--- src/smamt_pkg.sv ---
`timescale 1ns / 1ps
`default_nettype none
package smamt_pkg;

   // Command codes
   localparam logic [2:0] CMD_LOAD_A    = 3'd0;
   localparam logic [2:0] CMD_LOAD_B    = 3'd1;
   localparam logic [2:0] CMD_ADD       = 3'd2;
   localparam logic [2:0] CMD_MULT      = 3'd3;
   localparam logic [2:0] CMD_TRANSPOSE = 3'd4;

   // Status codes
   localparam logic [1:0] ST_OK       = 2'd0;
   localparam logic [1:0] ST_MISMATCH = 2'd1;
   localparam logic [1:0] ST_RANGE    = 2'd2;

   // Register indexes
   localparam logic [1:0] REG_A_ROWS = 2'd0;
   localparam logic [1:0] REG_A_COLS = 2'd1;
   localparam logic [1:0] REG_B_ROWS = 2'd2;
   localparam logic [1:0] REG_B_COLS = 2'd3;

   localparam int FRAC_BITS = 16;
   localparam int ACC_WIDTH = 128;

   typedef enum logic [3:0] {
      S_IDLE,
      S_ADD_RD,     // read A and B entries
      S_ADD_WR,     // write saturated sum to A
      S_MUL_RD,     // read A[i][k], B[k][j]
      S_MUL_MAC,    // multiply and accumulate
      S_MUL_WR,     // round, saturate, write product store
      S_CPY_RD,     // read product store
      S_CPY_WR,     // write back into A
      S_TR_RD,      // read A for transpose
      S_TR_WR,      // write product store transposed
      S_EMIT_RD,    // read A for output
      S_EMIT_OUT,   // hold result item until taken
      S_ERR         // single status item
   } state_type;

   // Controller to datapath
   typedef struct packed {
      logic       rd_a;
      logic       rd_b;
      logic       rd_p;
      logic       mul;       // multiply addressing: A[i][k], B[k][j]
      logic       wr_a_sum;
      logic       wr_a_p;
      logic       wr_p_acc;
      logic       wr_p_a;
      logic       acc_clr;
      logic       acc_en;
      logic       load_out;
      logic [2:0] i;
      logic [2:0] j;
      logic [2:0] k;
   } ctrl_type;

endpackage
`default_nettype wire

--- src/smamt_ctrl.sv ---
`timescale 1ns / 1ps
`default_nettype none
module smamt_ctrl
   import smamt_pkg::*;
#(
   parameter int MAX_DIM = 8
) (
   input  wire logic        clock,
   input  wire logic        reset,
   input  wire logic        csr_we,
   input  wire logic [1:0]  csr_index,
   input  wire logic [3:0]  csr_wdata,
   input  wire logic        req_tvalid,
   output logic             req_tready,
   input  wire logic [2:0]  cmd,
   input  wire logic [2:0]  row,
   input  wire logic [2:0]  col,
   output logic             rsp_tvalid,
   input  wire logic        rsp_tready,
   output logic [1:0]       status,
   output logic [2:0]       out_row,
   output logic [2:0]       out_col,
   output logic             last,
   output logic             load_wr_a,
   output logic             load_wr_b,
   output ctrl_type         ctrl
);
   localparam logic [3:0] DMAX = 4'(MAX_DIM);

   state_type state_ff, state_in;
   logic [3:0] ar_ff, ac_ff, br_ff, bc_ff;
   logic [3:0] rows_ff, rows_in, cols_ff, cols_in;
   logic [2:0] i_ff, i_in, j_ff, j_in, k_ff, k_in;
   logic [1:0] st_ff, st_in;
   logic [2:0] drain_ff, drain_in;

   function automatic logic [3:0] clampd(input logic [3:0] d);
      if (d == 4'd0)    clampd = 4'd1;
      else if (d > DMAX) clampd = DMAX;
      else               clampd = d;
   endfunction

   logic [3:0] car, cac, cbr, cbc;
   logic       accept, i_end, j_end, k_end, emit_last;
   logic [3:0] jlim;
   assign car = clampd(ar_ff);
   assign cac = clampd(ac_ff);
   assign cbr = clampd(br_ff);
   assign cbc = clampd(bc_ff);
   assign accept = req_tvalid && req_tready;
   assign i_end = ({1'b0, i_ff} == rows_ff - 4'd1);
   assign j_end = ({1'b0, j_ff} == jlim - 4'd1);
   assign k_end = ({1'b0, k_ff} == cols_ff - 4'd1);
   assign emit_last = i_end && ({1'b0, j_ff} == cols_ff - 4'd1);

   // Column bound of the current sweep
   always_comb begin
      unique case (state_ff)
         S_MUL_RD, S_MUL_MAC, S_MUL_WR: jlim = cbc;
         default:                       jlim = cols_ff;
      endcase
   end

   // Next state
   always_comb begin
      state_in = state_ff;
      rows_in  = rows_ff;
      cols_in  = cols_ff;
      i_in = i_ff; j_in = j_ff; k_in = k_ff;
      st_in = st_ff;
      drain_in = drain_ff;
      load_wr_a = 1'b0;
      load_wr_b = 1'b0;
      unique case (state_ff)
         S_IDLE: begin
            i_in = '0; j_in = '0; k_in = '0;
            if (accept) begin
               case (cmd)
                  CMD_LOAD_A: begin
                     if ({1'b0, row} >= car || {1'b0, col} >= cac) begin
                        st_in = ST_RANGE; state_in = S_ERR;
                     end else begin
                        load_wr_a = 1'b1; rows_in = car; cols_in = cac;
                     end
                  end
                  CMD_LOAD_B: begin
                     if ({1'b0, row} >= cbr || {1'b0, col} >= cbc) begin
                        st_in = ST_RANGE; state_in = S_ERR;
                     end else begin
                        load_wr_b = 1'b1;
                     end
                  end
                  CMD_ADD: begin
                     if (cbr != rows_ff || cbc != cols_ff) begin
                        st_in = ST_MISMATCH; state_in = S_ERR;
                     end else state_in = S_ADD_RD;
                  end
                  CMD_MULT: begin
                     if (cbr != cols_ff) begin
                        st_in = ST_MISMATCH; state_in = S_ERR;
                     end else state_in = S_MUL_RD;
                  end
                  CMD_TRANSPOSE: state_in = S_TR_RD;
                  default: ;
               endcase
            end
         end
         S_ADD_RD:  state_in = S_ADD_WR;
         S_ADD_WR, S_TR_WR, S_CPY_WR: begin
            if (j_end) begin
               j_in = '0;
               if (i_end) begin
                  i_in = '0;
                  state_in = S_EMIT_RD;
                  if (state_ff == S_TR_WR) begin
                     state_in = S_CPY_RD;
                     rows_in = cols_ff; cols_in = rows_ff;
                  end
               end else i_in = i_ff + 3'd1;
            end else j_in = j_ff + 3'd1;
            if (!(j_end && i_end)) begin
               unique case (state_ff)
                  S_ADD_WR: state_in = S_ADD_RD;
                  S_TR_WR:  state_in = S_TR_RD;
                  default:  state_in = S_CPY_RD;
               endcase
            end
         end
         S_TR_RD: state_in = S_TR_WR;
         S_MUL_RD: state_in = S_MUL_MAC;
         S_MUL_MAC: begin
            if (k_end) begin
               k_in = '0; drain_in = 3'd3; state_in = S_MUL_WR;
            end else begin
               k_in = k_ff + 3'd1; state_in = S_MUL_RD;
            end
         end
         S_MUL_WR: begin
            // wait for the product pipeline to drain into the accumulator
            if (drain_ff != 3'd0) drain_in = drain_ff - 3'd1;
            else begin
               if (j_end) begin
                  j_in = '0;
                  if (i_end) begin
                     // A takes the column count of B for the copy-back
                     i_in = '0; state_in = S_CPY_RD; cols_in = cbc;
                  end else begin
                     i_in = i_ff + 3'd1; state_in = S_MUL_RD;
                  end
               end else begin
                  j_in = j_ff + 3'd1; state_in = S_MUL_RD;
               end
            end
         end
         S_CPY_RD: state_in = S_CPY_WR;
         S_EMIT_RD: state_in = S_EMIT_OUT;
         S_EMIT_OUT: begin
            if (rsp_tready) begin
               if (emit_last) begin
                  state_in = S_IDLE;
               end else begin
                  state_in = S_EMIT_RD;
                  if ({1'b0, j_ff} == cols_ff - 4'd1) begin
                     j_in = '0; i_in = i_ff + 3'd1;
                  end else j_in = j_ff + 3'd1;
               end
            end
         end
         S_ERR: if (rsp_tready) state_in = S_IDLE;
         default: state_in = S_IDLE;
      endcase
   end

   // Datapath commands
   always_comb begin
      ctrl = '0;
      ctrl.i = i_ff; ctrl.j = j_ff; ctrl.k = k_ff;
      unique case (state_ff)
         S_ADD_RD:  begin ctrl.rd_a = 1'b1; ctrl.rd_b = 1'b1; end
         S_ADD_WR:  ctrl.wr_a_sum = 1'b1;
         S_MUL_RD:  begin ctrl.rd_a = 1'b1; ctrl.rd_b = 1'b1; ctrl.acc_en = 1'b0;
                          ctrl.mul = 1'b1;
                          ctrl.acc_clr = (k_ff == 3'd0); end
         S_MUL_MAC: ctrl.acc_en = 1'b1;
         S_MUL_WR:  ctrl.wr_p_acc = (drain_ff == 3'd0);
         S_CPY_RD:  ctrl.rd_p = 1'b1;
         S_CPY_WR:  ctrl.wr_a_p = 1'b1;
         S_TR_RD:   ctrl.rd_a = 1'b1;
         S_TR_WR:   ctrl.wr_p_a = 1'b1;
         S_EMIT_RD: ctrl.load_out = 1'b1;
         default: ;
      endcase
   end

   // Output and handshake
   always_comb begin
      req_tready = (state_ff == S_IDLE);
      rsp_tvalid = (state_ff == S_EMIT_OUT) || (state_ff == S_ERR);
      status  = (state_ff == S_ERR) ? st_ff : ST_OK;
      out_row = (state_ff == S_ERR) ? 3'd0 : i_ff;
      out_col = (state_ff == S_ERR) ? 3'd0 : j_ff;
      last    = (state_ff == S_ERR) ? 1'b1 : emit_last;
   end

   always_ff @(posedge clock) begin
      if (reset) begin
         state_ff <= S_IDLE;
         ar_ff <= 4'd8; ac_ff <= 4'd8; br_ff <= 4'd8; bc_ff <= 4'd8;
         rows_ff <= DMAX; cols_ff <= DMAX;
         i_ff <= '0; j_ff <= '0; k_ff <= '0;
         st_ff <= ST_OK; drain_ff <= '0;
      end else begin
         state_ff <= state_in;
         rows_ff <= rows_in; cols_ff <= cols_in;
         i_ff <= i_in; j_ff <= j_in; k_ff <= k_in;
         st_ff <= st_in; drain_ff <= drain_in;
         if (csr_we) begin
            unique case (csr_index)
               REG_A_ROWS: ar_ff <= csr_wdata;
               REG_A_COLS: ac_ff <= csr_wdata;
               REG_B_ROWS: br_ff <= csr_wdata;
               REG_B_COLS: bc_ff <= csr_wdata;
               default: ;
            endcase
         end
      end
   end
endmodule
`default_nettype wire

--- config.mk ---
export PLATFORM = sky130hd
export DESIGN_NAME = smamt_ctrl
export DESIGN_NICKNAME = d
export VERILOG_FILES = /design/src/smamt_pkg.sv /design/src/smamt_ctrl.sv
export SDC_FILE = /design/constraint.sdc
export NUM_CORES = 1
export LEC_CHECK = 0
export ABC_CLOCK_PERIOD_IN_PS = 5100
export BUFFER_PORTS_ARGS = -buffer_cell sky130_fd_sc_hd__buf_2
export CAP_MARGIN = 20
export CORE_UTILIZATION = 55
export CTS_CLUSTER_SIZE = 20
export DETAILED_ROUTE_END_ITERATION = 12
export PLACE_DENSITY = 0.87
export RECOVER_POWER = 100
export SKIP_CTS_REPAIR_TIMING = 1
export SLEW_MARGIN = 20
export SYNTH_ARGS = -nofsm -noshare
export SYNTH_HDL_FRONTEND = slang
export SYNTH_SLANG_ARGS = --single-unit
--- constraint.sdc ---
create_clock -name clock -period 5.1 [get_ports clock]
set_clock_uncertainty 0.1 [all_clocks]
set_input_delay 1.02 -clock clock [delete_from_list [all_inputs] [get_ports clock]]
set_output_delay 1.02 -clock clock [all_outputs]
set_load 0.005 [all_outputs]
# Word level (Yosys, flattened, before mapping)
# Cells that the tools add are included.
# op_classes
order_cmp	8
n_eq_ne	50
bitwise_logic	0
reduce_logical	38
addsub	7
n_div	0
n_mul	0
n_mux	91
n_shift	0
# ops
cell	n
two-way mux 4 bit	38
two-way mux 3 bit	18
one-hot mux 4 bit (11 select lines)	1
!= test 2 bit, second input constant	17
one-hot mux 3 bit (4 select lines)	2
equality test 4 bit, second input constant	5
logical NOT 4 bit	5
two-way mux 1 bit	20
one-hot mux 4 bit (5 select lines)	1
equality test 3 x 4 -> 1 bit	4
equality test 4 x 3 -> 1 bit, second input constant	4
greater-or-equal comparator 3 x 4 -> 1 bit	4
greater-than comparator 4 bit, second input constant	4
one-hot mux 4 bit (2 select lines)	2
AND reduction 7 bit	2
!= test 3 bit, second input constant	4
!= test 4 bit	3
one-hot mux 3 bit (2 select lines)	2
one-hot mux 4 bit (3 select lines)	1
subtractor 4 x 1 -> 4 bit, second input constant	3
two-way mux 2 bit	5
AND reduction 10 bit	1
adder 3 x 1 -> 3 bit, second input constant	3
logical NOT 3 bit	3
other kinds (24)	42
# word_totals
memories	0
ram_bits	0
inputBits	20
ff_bits	42
mem_bits_ro	0
latch_bits	0

# Logic depth before layout (Yosys ltp)
# logic_depth
depth_word	9
mapped_depth	11

# Worst setup path after synthesis
# OpenSTA, ideal clock, no wires.
# synth_path
path_kind	reg-to-output
start	register cols_ff[0]
end	output last
path_slack_ns	1.717
n_path_buf	1
stages_incl_launch_ff	9
arrival_time_ns	2.263
path_cell_list	dfxtp_1 -> clkbuf_1 -> inv_1 -> ha_1 -> xor2_1 -> or4_1 -> a211oi_1 -> and4_1 -> or2_2
# synth_between
elab_chain_len	4
# synth_rtl
item	line_no	source
from (decl)	smamt_ctrl.sv:32	logic [3:0] rows_ff, rows_in, cols_ff, cols_in;
from (signal assigned)	smamt_ctrl.sv:214	rows_ff <= rows_in; cols_ff <= cols_in;
subtractor 4 x 1 -> 4 bit	smamt_ctrl.sv:54	assign emit_last = i_end && ({1'b0, j_ff} == cols_ff - 4'd1);
equality test 3 x 4 -> 1 bit	smamt_ctrl.sv:54	
logical AND 1 bit	smamt_ctrl.sv:54	
two-way mux 1 bit	smamt_ctrl.sv:202	last = (state_ff == S_ERR) ? 1'b1 : emit_last;
to (decl)	smamt_ctrl.sv:23	output logic last,
# Every way passes these cells.

# Worst setup path after layout
# Ends and elaborated chain as after synthesis.

==> metrics.cfg <==
[worst_setup_path]
critical_path_required_ns=3.98
timing.setup.critical_path_class=reg -> out
critPathCaptureType=primary output
worst_path_dominant_cell_family=simple AND/OR/NAND/NOR gates
max_stage_delay_ns=0.56
critical_path.slowest_cell=dfxtp_1
critical_path_arrival_ns=3.00
worstSetupStartpointType=flip-flop
timing.critical_path.fanout_max=10
critical_path.n_buffers_inverters=2
timing.critical_path.cells=inv_1 > ha_1 > xor2_1 > or4_1 > a211oi_1 > and4_1 > or2_2 > buf_1

[yosys]
post_synth.cell_area_avg_um2=7.712
synth_ff_type=dfxtp_1
yosys.cell_count.top_type=nor2_1
ys_async_sr_fraction=0
post_synth_fa_ha_maj_area_fraction=0.07085
yosys-mux-area-fraction=0.07191
mappedNetlistArea_um2=3532
synth.top_cells.by_count=nor2_1, dfxtp_1, nand2_1, a21oi_1
synth.yosys.seq_area_share=0.2380
synthDistinctLibCells=74
synth_top_cell_area_share=0.2380
synth-edff-count=0
synth_top_family_by_area=simple AND/OR/NAND/NOR gates
netlist.top_cell.by_area=dfxtp_1
yosysWarningCount=0
synth-xor-area-share=0.04711
synthSimpleGateAreaFrac=0.2728
postSynthRegisterBits=42
synthTopCellsByArea=dfxtp_1, ha_1, nor2_1
synth-compound-area-share=0.2469
mappedNetlistNets=498
synthesized_netlist_cell_count=458

[timing]
tightest_slew_ns=1.684
final_hold_violations=0
finalSetupViolations=0
slew_viol_final=34
setup_tns_ns=0
hold_ws_ns=0.4060
final_min_period_over_clock_period=0.8086
period_needed_ns=4.124
fmax_mhz=242.5
max_slew_margin=-0.1226
setup_repair_after_global_routing_missed_its_margin=false

[cells_and_area]
area_delta_synth_final_pct=8.218
n_antenna_cell=0
fillCellCount=549
nNetsFinal=533
final_layout_size_suffix_gt1_frac=0.09312

[routing]
number_of_nets_still_failing_antenna_checks_after_routing=0
viasPerCell=6.575
routedWlPerCell_um=17.65
overall_routed_net_length_um=10050
detailroute.via_count=3741
drt_iter0_drc=492
drc=0
drt-pass1-iter-count=6

[worst_hold_path]
hp-class=reg -> reg

[clock_tree]
htreeDepth=2
clock_path_buffers=2
numCtsBuffers=5
clock_tree_from_tritoncts=yes
root_buffer=clkbuf_8
clkSlewWorstSetupHoldPaths_ns=0.09
clock-sinks=42
clk-insertion-delay-late_ns=0.31

[die]
die_h_um=82.14
coreArea_um2=6061
die_area_um2=6746
io_pins=53
initial_core_util=0.5828
placement_rows=28
die_w_um=82.14

[flow_run]
maxcap_violations=1

[run_status]
failed_checks=max-capacitance violations, max-slew violations
outcome=finished with violations

[global_routing]
first_global_vias=3356
grt_usage=0.3107
grt_start_max_net_pins=34
grt_remaining_overflow=0
first_pass_grt_wire_length_um=16110
antenna_violations_before_repair=0

[placement]
dp.final_hpwl_um=7347
routabilityCongestion=0.9254
io_buffer_count=52

[power_and_ir_drop]
power_density_nw_per_um2=361.0
power.static_leakage_uw=0.001544
ir_drop_mv=0.2044

## sequential cells by signal (all words and copies together), names as in the netlist
name and cells:
br_ff 4, cols_ff 4, j_ff 3, state_ff 4
bc_ff 4, i_ff 3, ac_ff 4, ar_ff 4
rows_ff 4, k_ff 3, st_ff 2, drain_ff 3
## where the power goes
| part | internal, uW | total [uW] | switching [uW] |
|---|---|---|---|
| logic | 256 | 658 | 402 |
| clock network | 109 | 242 | 133 |
| registers | 365 | 480 | 115 |
## final timing paths
path         slack, ns  cells past startpoint         from          to
max               0.98                      8   cols_ff[0]        last
min reg2reg       0.41                      2     ar_ff[0]    ar_ff[0]
min               0.41                      2     ar_ff[0]    ar_ff[0]
max reg2reg       1.72                      8  state_ff[3]  cols_ff[2]
## metal layers
layer  GRT usage  vias to the layer above  routed length [um]
met2      0.4793                      198                4491
met5           0                        -                   0
met4      0.1228                        0                 257
li1            -                     1757                   -
met3     0.05495                       39                 918
met1      0.4267                     1747                4376
## logic make-up after synthesis
group | Yosys count
AOI/OAI and AO/OA | 123
and+or+nand+nor | 182
buffers and inverters | 48
adders and majority gates | 20
xor gates and xnor gates | 19
DFF | 42
muxes | 24
## cells in the final DEF, fill, tap and decap left out, drive strengths merged, types with 4 or more instances in the layout
cell type,Yosys,layout
clkbuf,18,33
xor2,9,9
ha,20,20
nand2b,17,17
xnor2,10,10
nor3b,5,5
o21ai,17,17
inv,23,23
nor2,62,62
nor4,4,4
nand3,10,10
nor3,16,16
nand2,30,30
and2,8,8
dfxtp,42,42
o31ai,5,5
a21oi,26,26
mux2i,23,23
nand3b,6,6
nor2b,5,5
a211oi,18,18
buf,7,26
or3,4,4
a31oi,7,7
## stage by stage
step | instance area (um2) | total power [uW] | utilization | setup slack, ns | std cells
6_report | 3822 | 1380 | 0.6307 | 0.9761 | 569
5_1_grt | 3822 | 1475 | 0.6307 | 0.8749 | 569
4_1_cts | 3890 | 1387 | 0.6418 | 1.078 | 569
3_5_place_dp | 3795 | 1152 | 0.6261 | 1.388 | 561
3_3_place_gp | 3795 | 1135 | 0.6261 | 1.490 | 561
2_1_floorplan | 3532 | 966.8 | - | 1.717 | 458
## worst register-to-register path: cells and delay by family, from the launching register on
| family | cells | cell delay (ns) |
|---|---|---|
| DFF | 1 | 0.89 |
| and+or+nand+nor | 2 | 0.54 |
| buffers and inverters | 1 | 0.15 |
| AOI/OAI and AO/OA | 5 | 1.58 |
## layout make-up
class,count,area [um2],share of cell area
inverter,23,86.33,0.02259
tap,75,93.84,0.02455
timing repair buffer,53,231.5,0.06056
clock buffer,6,82.58,0.02160
multi-input combinational,368,2475,0.6475
sequential,42,840.8,0.2200
clock inverter,2,12.51,0.003273
No activity file was read; power rests on OpenSTA's default activity.
